## src/hw/rtl/rtt_pkg.sv

```systemverilog
`timescale 1ns / 1ps
package rtt_pkg;
    localparam int MaxEntries = 16;
    localparam int IdxW = $clog2(MaxEntries);
    localparam int CntW = $clog2(MaxEntries + 1);
    localparam int KeyW = 33;

    typedef enum logic [2:0] {
        OP_ADD = 3'd0,
        OP_REMOVE = 3'd1,
        OP_MARK_SENT = 3'd2,
        OP_TICK = 3'd3,
        OP_CLEAR = 3'd4
    } opcode_t;

    typedef enum logic [1:0] {
        ST_OK = 2'd0,
        ST_FULL = 2'd1,
        ST_DUP = 2'd2,
        ST_NOT_FOUND = 2'd3
    } status_t;

    typedef struct packed {
        logic execute;
        logic report;
    } cmd_t;
endpackage

```

## src/hw/rtl/rtt_datapath.sv

```systemverilog
`timescale 1ns / 1ps
module rtt_datapath (
    input  logic                  clk,
    input  logic                  rst_n,
    input  rtt_pkg::cmd_t         cmd,
    input  logic [2:0]            opcode,
    input  logic [rtt_pkg::KeyW-1:0] key,
    input  logic [31:0]           message_ref,
    input  logic [15:0]           timeout_ticks,
    input  logic [7:0]            retry_limit,
    output logic                  result_valid,
    output logic [1:0]            status,
    output logic [4:0]            entry_count,
    output logic                  pending_valid,
    output logic [31:0]           pending_ref,
    output logic                  overtime_valid,
    output logic [31:0]           overtime_ref
);
    import rtt_pkg::*;

    logic [KeyW-1:0]  key_reg [MaxEntries];
    logic [31:0]      ref_reg [MaxEntries];
    logic [MaxEntries-1:0] sent_reg, sent_next, ot_reg, ot_next;
    logic [15:0]      tick_reg [MaxEntries];
    logic [15:0]      tick_next [MaxEntries];
    logic [7:0]       retry_reg [MaxEntries];
    logic [7:0]       retry_next [MaxEntries];
    logic [CntW-1:0]  count_reg, count_next;
    logic [1:0]       status_reg, status_next;
    logic             res_valid_reg;

    logic [MaxEntries-1:0] hit_vec, live;
    logic                  hit_any;
    logic [IdxW-1:0]       hit_idx;
    logic                  do_add, do_remove;

    always_comb
    begin
        hit_idx = '0;
        hit_any = 1'b0;
        for (int i = 0; i < MaxEntries; i++)
        begin
            live[i] = (CntW'(i) < count_reg);
            hit_vec[i] = live[i] && (key_reg[i] == key);
        end
        for (int i = MaxEntries - 1; i >= 0; i--)
        begin
            if (hit_vec[i])
            begin
                hit_any = 1'b1;
                hit_idx = IdxW'(i);
            end
        end
    end

    always_comb
    begin
        logic [15:0] t;
        logic [7:0]  r;
        sent_next = sent_reg;
        ot_next = ot_reg;
        tick_next = tick_reg;
        retry_next = retry_reg;
        count_next = count_reg;
        status_next = ST_OK;
        do_add = 1'b0;
        do_remove = 1'b0;
        t = '0;
        r = '0;
        case (opcode)
            OP_ADD:
            begin
                if (count_reg >= CntW'(MaxEntries))
                    status_next = ST_FULL;
                else if (hit_any)
                    status_next = ST_DUP;
                else
                begin
                    do_add = 1'b1;
                    sent_next[count_reg[IdxW-1:0]] = 1'b0;
                    ot_next[count_reg[IdxW-1:0]] = 1'b0;
                    tick_next[count_reg[IdxW-1:0]] = '0;
                    retry_next[count_reg[IdxW-1:0]] = '0;
                    count_next = count_reg + 1'b1;
                end
            end
            OP_REMOVE:
            begin
                if (!hit_any)
                    status_next = ST_NOT_FOUND;
                else
                begin
                    do_remove = 1'b1;
                    for (int i = 0; i < MaxEntries - 1; i++)
                    begin
                        if (IdxW'(i) >= hit_idx)
                        begin
                            sent_next[i] = sent_reg[i + 1];
                            ot_next[i] = ot_reg[i + 1];
                            tick_next[i] = tick_reg[i + 1];
                            retry_next[i] = retry_reg[i + 1];
                        end
                    end
                    sent_next[count_reg[IdxW-1:0] - 1'b1] = 1'b0;
                    ot_next[count_reg[IdxW-1:0] - 1'b1] = 1'b0;
                    tick_next[count_reg[IdxW-1:0] - 1'b1] = '0;
                    retry_next[count_reg[IdxW-1:0] - 1'b1] = '0;
                    count_next = count_reg - 1'b1;
                end
            end
            OP_MARK_SENT:
            begin
                if (!hit_any)
                    status_next = ST_NOT_FOUND;
                else
                    sent_next[hit_idx] = 1'b1;
            end
            OP_TICK:
            begin
                for (int i = 0; i < MaxEntries; i++)
                begin
                    if (live[i])
                    begin
                        t = tick_reg[i];
                        r = retry_reg[i];
                        if (!ot_reg[i] && sent_reg[i])
                            t = t + 16'd1;
                        if (t >= timeout_ticks)
                        begin
                            if (r != 8'hFF)
                                r = r + 8'd1;
                            t = '0;
                            if (r >= retry_limit)
                                ot_next[i] = 1'b1;
                            else
                                sent_next[i] = 1'b0;
                        end
                        tick_next[i] = t;
                        retry_next[i] = r;
                    end
                end
            end
            OP_CLEAR:
            begin
                sent_next = '0;
                ot_next = '0;
                for (int i = 0; i < MaxEntries; i++)
                begin
                    tick_next[i] = '0;
                    retry_next[i] = '0;
                end
                count_next = '0;
            end
            default:
            begin
            end
        endcase
    end

    always_ff @(posedge clk or negedge rst_n)
    begin
        if (!rst_n)
        begin
            sent_reg <= '0;
            ot_reg <= '0;
            count_reg <= '0;
            status_reg <= ST_OK;
            res_valid_reg <= 1'b0;
            for (int i = 0; i < MaxEntries; i++)
            begin
                tick_reg[i] <= '0;
                retry_reg[i] <= '0;
            end
        end
        else
        begin
            res_valid_reg <= cmd.report;
            if (cmd.execute)
            begin
                sent_reg <= sent_next;
                ot_reg <= ot_next;
                tick_reg <= tick_next;
                retry_reg <= retry_next;
                count_reg <= count_next;
                status_reg <= status_next;
            end
        end
    end

    always_ff @(posedge clk)
    begin
        if (cmd.execute && do_add)
        begin
            key_reg[count_reg[IdxW-1:0]] <= key;
            ref_reg[count_reg[IdxW-1:0]] <= message_ref;
        end
        if (cmd.execute && do_remove)
        begin
            for (int i = 0; i < MaxEntries - 1; i++)
            begin
                if (IdxW'(i) >= hit_idx)
                begin
                    key_reg[i] <= key_reg[i + 1];
                    ref_reg[i] <= ref_reg[i + 1];
                end
            end
        end
    end

    always_comb
    begin
        pending_valid = 1'b0;
        pending_ref = '0;
        overtime_valid = 1'b0;
        overtime_ref = '0;
        for (int i = MaxEntries - 1; i >= 0; i--)
        begin
            if ((CntW'(i) < count_reg) && !sent_reg[i])
            begin
                pending_valid = 1'b1;
                pending_ref = ref_reg[i];
            end
            if ((CntW'(i) < count_reg) && ot_reg[i])
            begin
                overtime_valid = 1'b1;
                overtime_ref = ref_reg[i];
            end
        end
    end

    assign result_valid = res_valid_reg;
    assign status = status_reg;
    assign entry_count = 5'(count_reg);
endmodule

```

## config.mk

```make
export PLATFORM = sky130hd
export DESIGN_NAME = rtt_datapath
export DESIGN_NICKNAME = d
export VERILOG_FILES = /design/src/hw/rtl/rtt_pkg.sv /design/src/hw/rtl/rtt_datapath.sv
export SDC_FILE = /design/constraint.sdc
export NUM_CORES = 2
export LEC_CHECK = 0
export BUFFER_PORTS_ARGS = -buffer_cell sky130_fd_sc_hd__buf_4
export CAP_MARGIN = 20
export CELL_PAD_IN_SITES_DETAIL_PLACEMENT = 0
export CELL_PAD_IN_SITES_GLOBAL_PLACEMENT = 2
export CORE_ASPECT_RATIO = 0.75
export CORE_UTILIZATION = 39
export DETAILED_ROUTE_END_ITERATION = 16
export GPL_ROUTABILITY_DRIVEN = 0
export GPL_TIMING_DRIVEN = 0
export PLACE_DENSITY_LB_ADDON = 0.2
export SYNTH_ARGS = -nofsm -noshare
export SYNTH_HDL_FRONTEND = slang
export SYNTH_SLANG_ARGS = --single-unit
export TNS_END_PERCENT = 20
```

## constraint.sdc

```tcl
create_clock -name clk -period 8.3 [get_ports clk]
set_input_delay 1.66 -clock clk [delete_from_list [all_inputs] [get_ports clk]]
set_output_delay 1.66 -clock clk [all_outputs]
set_load 0.02 [all_outputs]
```

## After elaboration in Yosys (flattened, before gate mapping)

Memory sizes are Yosys's and may differ from the RTL's.
Cells that the tools add are included.
Widths: inputs -> output; s select.

- Register bits: 424
- Bits in writable memories: 1,040
- Input bits: 96
- Output and inout bits: 74
- Word-level logic and storage cells: 1,119
- Memories: 2

Memory list:

| name | words | width | rd ports | clocked after memory_dff | wr ports | line | RTL |
|---|---|---|---|---|---|---|---|
| key_reg | 16 | 33 | 16 | 0 | 15 | rtt_datapath.sv:21 | `logic [KeyW-1:0] key_reg [MaxEntries];` |
| ref_reg | 16 | 32 | 16 | 0 | 15 | rtt_datapath.sv:22 | `logic [31:0] ref_reg [MaxEntries];` |

- Add/subtract/negate cells: 35
- Order comparisons: 74
- Equal/unequal tests: 104
- Mux-type cells: 645
- Bitwise gates (word level): 17
- Reduce and logical (&&, ||, !) cells: 175

Operators with widths:

| kind | number |
|---|---|
| $mux 16 | 134 |
| $mux 8 | 143 |
| $mux 32 | 33 |
| $pmux 256 s4 | 1 |
| $mux 256 | 3 |
| $eq 33x33->1 | 16 |
| $and 256x256->256 | 2 |
| $not 256->256 | 2 |
| $pmux 128 s4 | 1 |
| $mux 128 | 3 |
| $mux 1 | 291 |
| $add 16x1->16 const B | 16 |
| $and 128x128->128 | 2 |
| $ge 16x16->1 | 16 |
| $not 128->128 | 2 |
| $reduce_and 9->1 | 16 |
| $ne 2x2->1 const B | 68 |
| $add 8x1->8 const B | 16 |
| $demux 16 s4 | 2 |
| $ge 8x8->1 | 16 |
| $ne 8x8->1 const B | 16 |
| $reduce_and 8->1 | 16 |
| $reduce_and 7->1 | 16 |
| $reduce_and 6->1 | 16 |
| other kinds (42) | 203 |

## Depth between registers and ports, before layout

- Word-level depth: 25
- Gate-level depth with buffers: 21
- Gate-level depth less buffers: 19

## Least setup slack after synthesis

OpenSTA, ideal clock, no wires.

- Kind: in2reg
- Start: input key[0] in the netlist's numbering
- End: memory key_reg[6][0], enable pin
- Setup time: 0.578 ns
- Data arrival time: 8.812 ns
- Required time: 7.722 ns
- Slack: -1.090 ns
- Cell stages on the path: 14
- Buffers on the path: 5
- Cell sequence: buf_4 -> buf_8 -> xnor2_1 -> and4_1 -> and4b_1 -> and4_1 -> or4_1 -> buf_2 -> nor4_4 -> buf_6 -> nand2_1 -> or2_2 -> clkbuf_1 -> o21ai_0

RTL lines:

| element | line | RTL |
|---|---|---|
| start: declaration | rtt_datapath.sv:7 | `input logic [rtt_pkg::KeyW-1:0] key,` |
| end: declaration | rtt_datapath.sv:21 |  |

## Worst setup path in the final report

- Start: register count_reg[4] (netlist: entry_count[4])
- End: output pending_ref[10]

- Cells in the longest elaborated chain, start to end: 18
- Elaborated cells between the ends (all ways): 48
- Those cells by class: order compare: 16; mux: 16; reduce/logical: 16

RTL lines:

| element | line | RTL |
|---|---|---|
| start: declaration | rtt_datapath.sv:28 | `logic [CntW-1:0] count_reg, count_next;` |
| start signal: assignment | rtt_datapath.sv:184 | `count_reg <= count_next;` |
| $lt 4x5->1 | rtt_datapath.sv:218 | `if ((CntW'(i) < count_reg) && !sent_reg[i])` |
| $logic_and 1x1->1 | rtt_datapath.sv:218 |  |
| $mux 32 (15 in series) | rtt_datapath.sv:218 |  |
| $mux 32 * | rtt_datapath.sv:218 |  |
| end: declaration | rtt_datapath.sv:15 | `output logic [31:0] pending_ref,` |

Every way passes the cells marked *; elsewhere a longest branch is shown, timed or not.

==> impl_metrics.env <==
export IMPL_status="finished, violations left"
export IMPL_failed_checks="negative setup slack"
export IMPL_synth_yosys_seq_area_share_pct=42.6
export IMPL_synth_warnings=0
export IMPL_largest_register_ff_count=528
export IMPL_root_buffer="sky130_fd_sc_hd__clkbuf_16"
export IMPL_crit_path_frequent_cell="sky130_fd_sc_hd__buf_4"
export IMPL_postSynth_asyncResetShare_pct=29.0
export IMPL_vias_per_cell=6.27
export IMPL_static_leakage_nw=41.5
export IMPL_number_of_enable_flip_flop_cells_after_synthesis=1040
export IMPL_cp_cell_sequence="buf_4, clkbuf_2, a31oi_1, buf_4, nor2_2, clkbuf_1, a211oi_1, o311ai_0, o211ai_1, a31oi_1, o21ai_0, nand4_1, o21ai_0, a21oi_1, buf_4"
export IMPL_floorplan_io_pins=170
export IMPL_max_slew_worst_pin_slew_ns=1.22
export IMPL_maxSlewViolCount=0
export IMPL_netlist_instances=9534
export IMPL_flow_area_growth_from_synthesis_pct=12.9
export IMPL_setup_worst_path_end_class="primary output"
export IMPL_die_height_um=437
export IMPL_cts_resized=12
export IMPL_max_freq_mhz=118
export IMPL_setup_viol=13
export IMPL_cts_setup_buffers=0
export IMPL_final_area_um2=111000
export IMPL_firstDrtPassIters=9
export IMPL_grt_setup_unrepaired="true"
export IMPL_route_antenna_remaining_nets=0
export IMPL_synthDistinctLibCells=104
export IMPL_synth_seq_cells=1464
export IMPL_timing_critical_path_buf_inv=5
export IMPL_post_route_util_pct=44.3
export IMPL_cts_sink_count=1464
export IMPL_rows=159
export IMPL_finalNetCount=10469
export IMPL_grt_usage_pct=32.4
export IMPL_synth_top_cells_by_area="sky130_fd_sc_hd__edfxtp_1 32%, sky130_fd_sc_hd__dfrtp_1 11%, sky130_fd_sc_hd__mux2_2 11%"
export IMPL_worst_slack_placed_ns=0.0433
export IMPL_synth_area_um2=98300
export IMPL_max_stage_delay_ns=0.75
export IMPL_starting_density_of_the_core_pct=39.3
export IMPL_ys_top_cells_by_count="1040 x sky130_fd_sc_hd__edfxtp_1, 924 x sky130_fd_sc_hd__mux2_2, 714 x sky130_fd_sc_hd__nand2_1"
export IMPL_place_inst=13069
export IMPL_numPortBuffers=168
export IMPL_layout_setup_ws_ns=-0.208
export IMPL_dominantRegCellSynth="sky130_fd_sc_hd__edfxtp_1"
export IMPL_via_count_of_the_routed_design=83875
export IMPL_min_period_over_period_pct=103
export IMPL_time_the_worst_path_needs_with_i_o_delays_and_setup_ns=8.51
export IMPL_post_dp_cell_area_um2=105000
export IMPL_pin_count_of_the_biggest_net_entering_global_routing=102
export IMPL_clkLatencyLatePin_ns=0.91
export IMPL_arrival_ns=6.85
export IMPL_timing_clock_skew_ns=0.102
export IMPL_ir_worst_vdd_mv=0.246
export IMPL_layout_drive_gt1_share_pct=17.8
export IMPL_dieArea_um2=254000
export IMPL_post_synth_top_count_cell="sky130_fd_sc_hd__edfxtp_1"
export IMPL_first_iter_violations=11675
export IMPL_synth_largest_area_cell="sky130_fd_sc_hd__edfxtp_1"
export IMPL_clk_pin_slew_worst_paths_ns=0.07
export IMPL_first_global_vias=78728
export IMPL_synthesis_area_per_instance_um2=10.3
export IMPL_hold_class="reg -> reg"
export IMPL_tritoncts_clock_tree="yes"
export IMPL_slew_headroom_pct=18.0
export IMPL_postSynthNetCount=10050
export IMPL_post_synth_top_area_fraction_pct=31.8
export IMPL_post_layout_nonfiller_instances=13387
export IMPL_antenna_violations_before_repair=14
export IMPL_clk_path_buf_depth=4
export IMPL_critical_path_peak_fanout=10
export IMPL_required_ns=6.64
export IMPL_drt_wl_total_mm=425
export IMPL_overflow_left_after_global_routing=0
export IMPL_first_pass_grt_wire_length_mm=595
export IMPL_final_fill_count=23631
export IMPL_cts_inserted_buffers=177
export IMPL_hold_buffers=0
export IMPL_finalHoldViolations=0
export IMPL_power_density_cell_area_nw_per_um2=254
export IMPL_chipWidth_um=582
export IMPL_post_drt_wl_per_cell_um=31.7
export IMPL_fp_coreArea_um2=250000
export IMPL_setup_worst_path_class="reg -> out"
export IMPL_remaining_drc_errors=0
export IMPL_setup_worst_path_start_class="flip-flop"
export IMPL_h_tree_depth=4
export IMPL_hpwlAfterDp_mm=338
export IMPL_cpMaxStageDelayCell="sky130_fd_sc_hd__dfrtp_1"
export IMPL_finalPower_mw=28.2
export IMPL_timing_critical_path_max_delay_family="compound AO/OA/AOI/OAI gates"
export IMPL_max_cap_violations=0
[placed cells by master (no fill, tap or decap), types with 215 or more instances in the layout]
cell type / netlist / layout
sky130_fd_sc_hd__o21ai_0: 536 / 524
sky130_fd_sc_hd__xnor2_1: 431 / 431
sky130_fd_sc_hd__dfrtp_1: 424 / 424
sky130_fd_sc_hd__nand2_1: 714 / 714
sky130_fd_sc_hd__mux2_2: 924 / 924
sky130_fd_sc_hd__clkbuf_1: 464 / 486
sky130_fd_sc_hd__ha_1: 420 / 420
sky130_fd_sc_hd__xor2_1: 392 / 392
sky130_fd_sc_hd__edfxtp_1: 1040 / 1040
sky130_fd_sc_hd__buf_4: 43 / 215
sky130_fd_sc_hd__nand3_1: 281 / 280
sky130_fd_sc_hd__a21oi_1: 536 / 529
sky130_fd_sc_hd__nor2_1: 620 / 617
[worst min-delay path, cell delays in order, from the launching register on]
cell	delay, ns
sky130_fd_sc_hd__dfrtp_1	0.37
sky130_fd_sc_hd__nand2_1	0.06
sky130_fd_sc_hd__nand2_1	0.05
[final cells by class]
class	count	area, µm²	share of cell area (%)
inverter	86	323	0.291
sequential	1464	41800	37.7
timing repair buffer	241	2600	2.34
buffer	728	3380	3.05
clock inverter	91	1030	0.930
antenna	7	17.5	0.0158
multi-input combinational	7255	53000	47.8
tap	3300	4130	3.72
clock buffer	215	4660	4.20
[worst paths after layout]
path                            cells after the start         endpoint  slack [ns]           start
worst max-delay path                               15  pending_ref[10]       -0.21  entry_count[4]
worst min-delay path                                2    tick_reg[191]        0.51   tick_reg[191]
worst max register to register                     15   ref_reg[9][23]        0.93  entry_count[4]
worst min register to register                      2    tick_reg[191]        0.51   tick_reg[191]
max in group asynchronous                           3   retry_reg[122]        6.04           rst_n
min in group asynchronous                           1     tick_reg[59]        0.84           rst_n
[power breakdown]
part	switching, mW	internal (mW)
Sequential	0.412	8.05
Combinational	8.27	3.31
Clock	3.46	4.66
Total	12.1	16.0
[through the flow]
step / hold slack [ns] / TNS (ns)
after detailed placement: 0.508 / 0
final: 0.512 / -1.24
after global routing: 0.546 / -0.105
after CTS: 0.519 / -0.0214
after global placement: 0.505 / -2975.73
after floorplan: 0.470 / -554.57
[metal layers]
metal / global-route usage [%] / share of wire, % / routed length (µm) / vias up
li1: - / - / - / 36894
met1: 47.3 / 44 / 188000 / 41682
met2: 46.9 / 41 / 176000 / 4560
met3: 5.94 / 9.8 / 41500 / 739
met4: 12.9 / 4.6 / 19400 / 0
met5: 0 / 0 / 0 / -
[logic make-up after synthesis]
logic type,count (synthesis),synth area share (%)
simple gates,2715,13.8
fa+ha+maj,420,5.35
buf+inv,815,3.76
mux,1041,11.9
xor+xnor,823,7.33
flops,1464,42.6
compound gates,2256,15.3
Note: power is estimated with default switching activity, not from simulation.
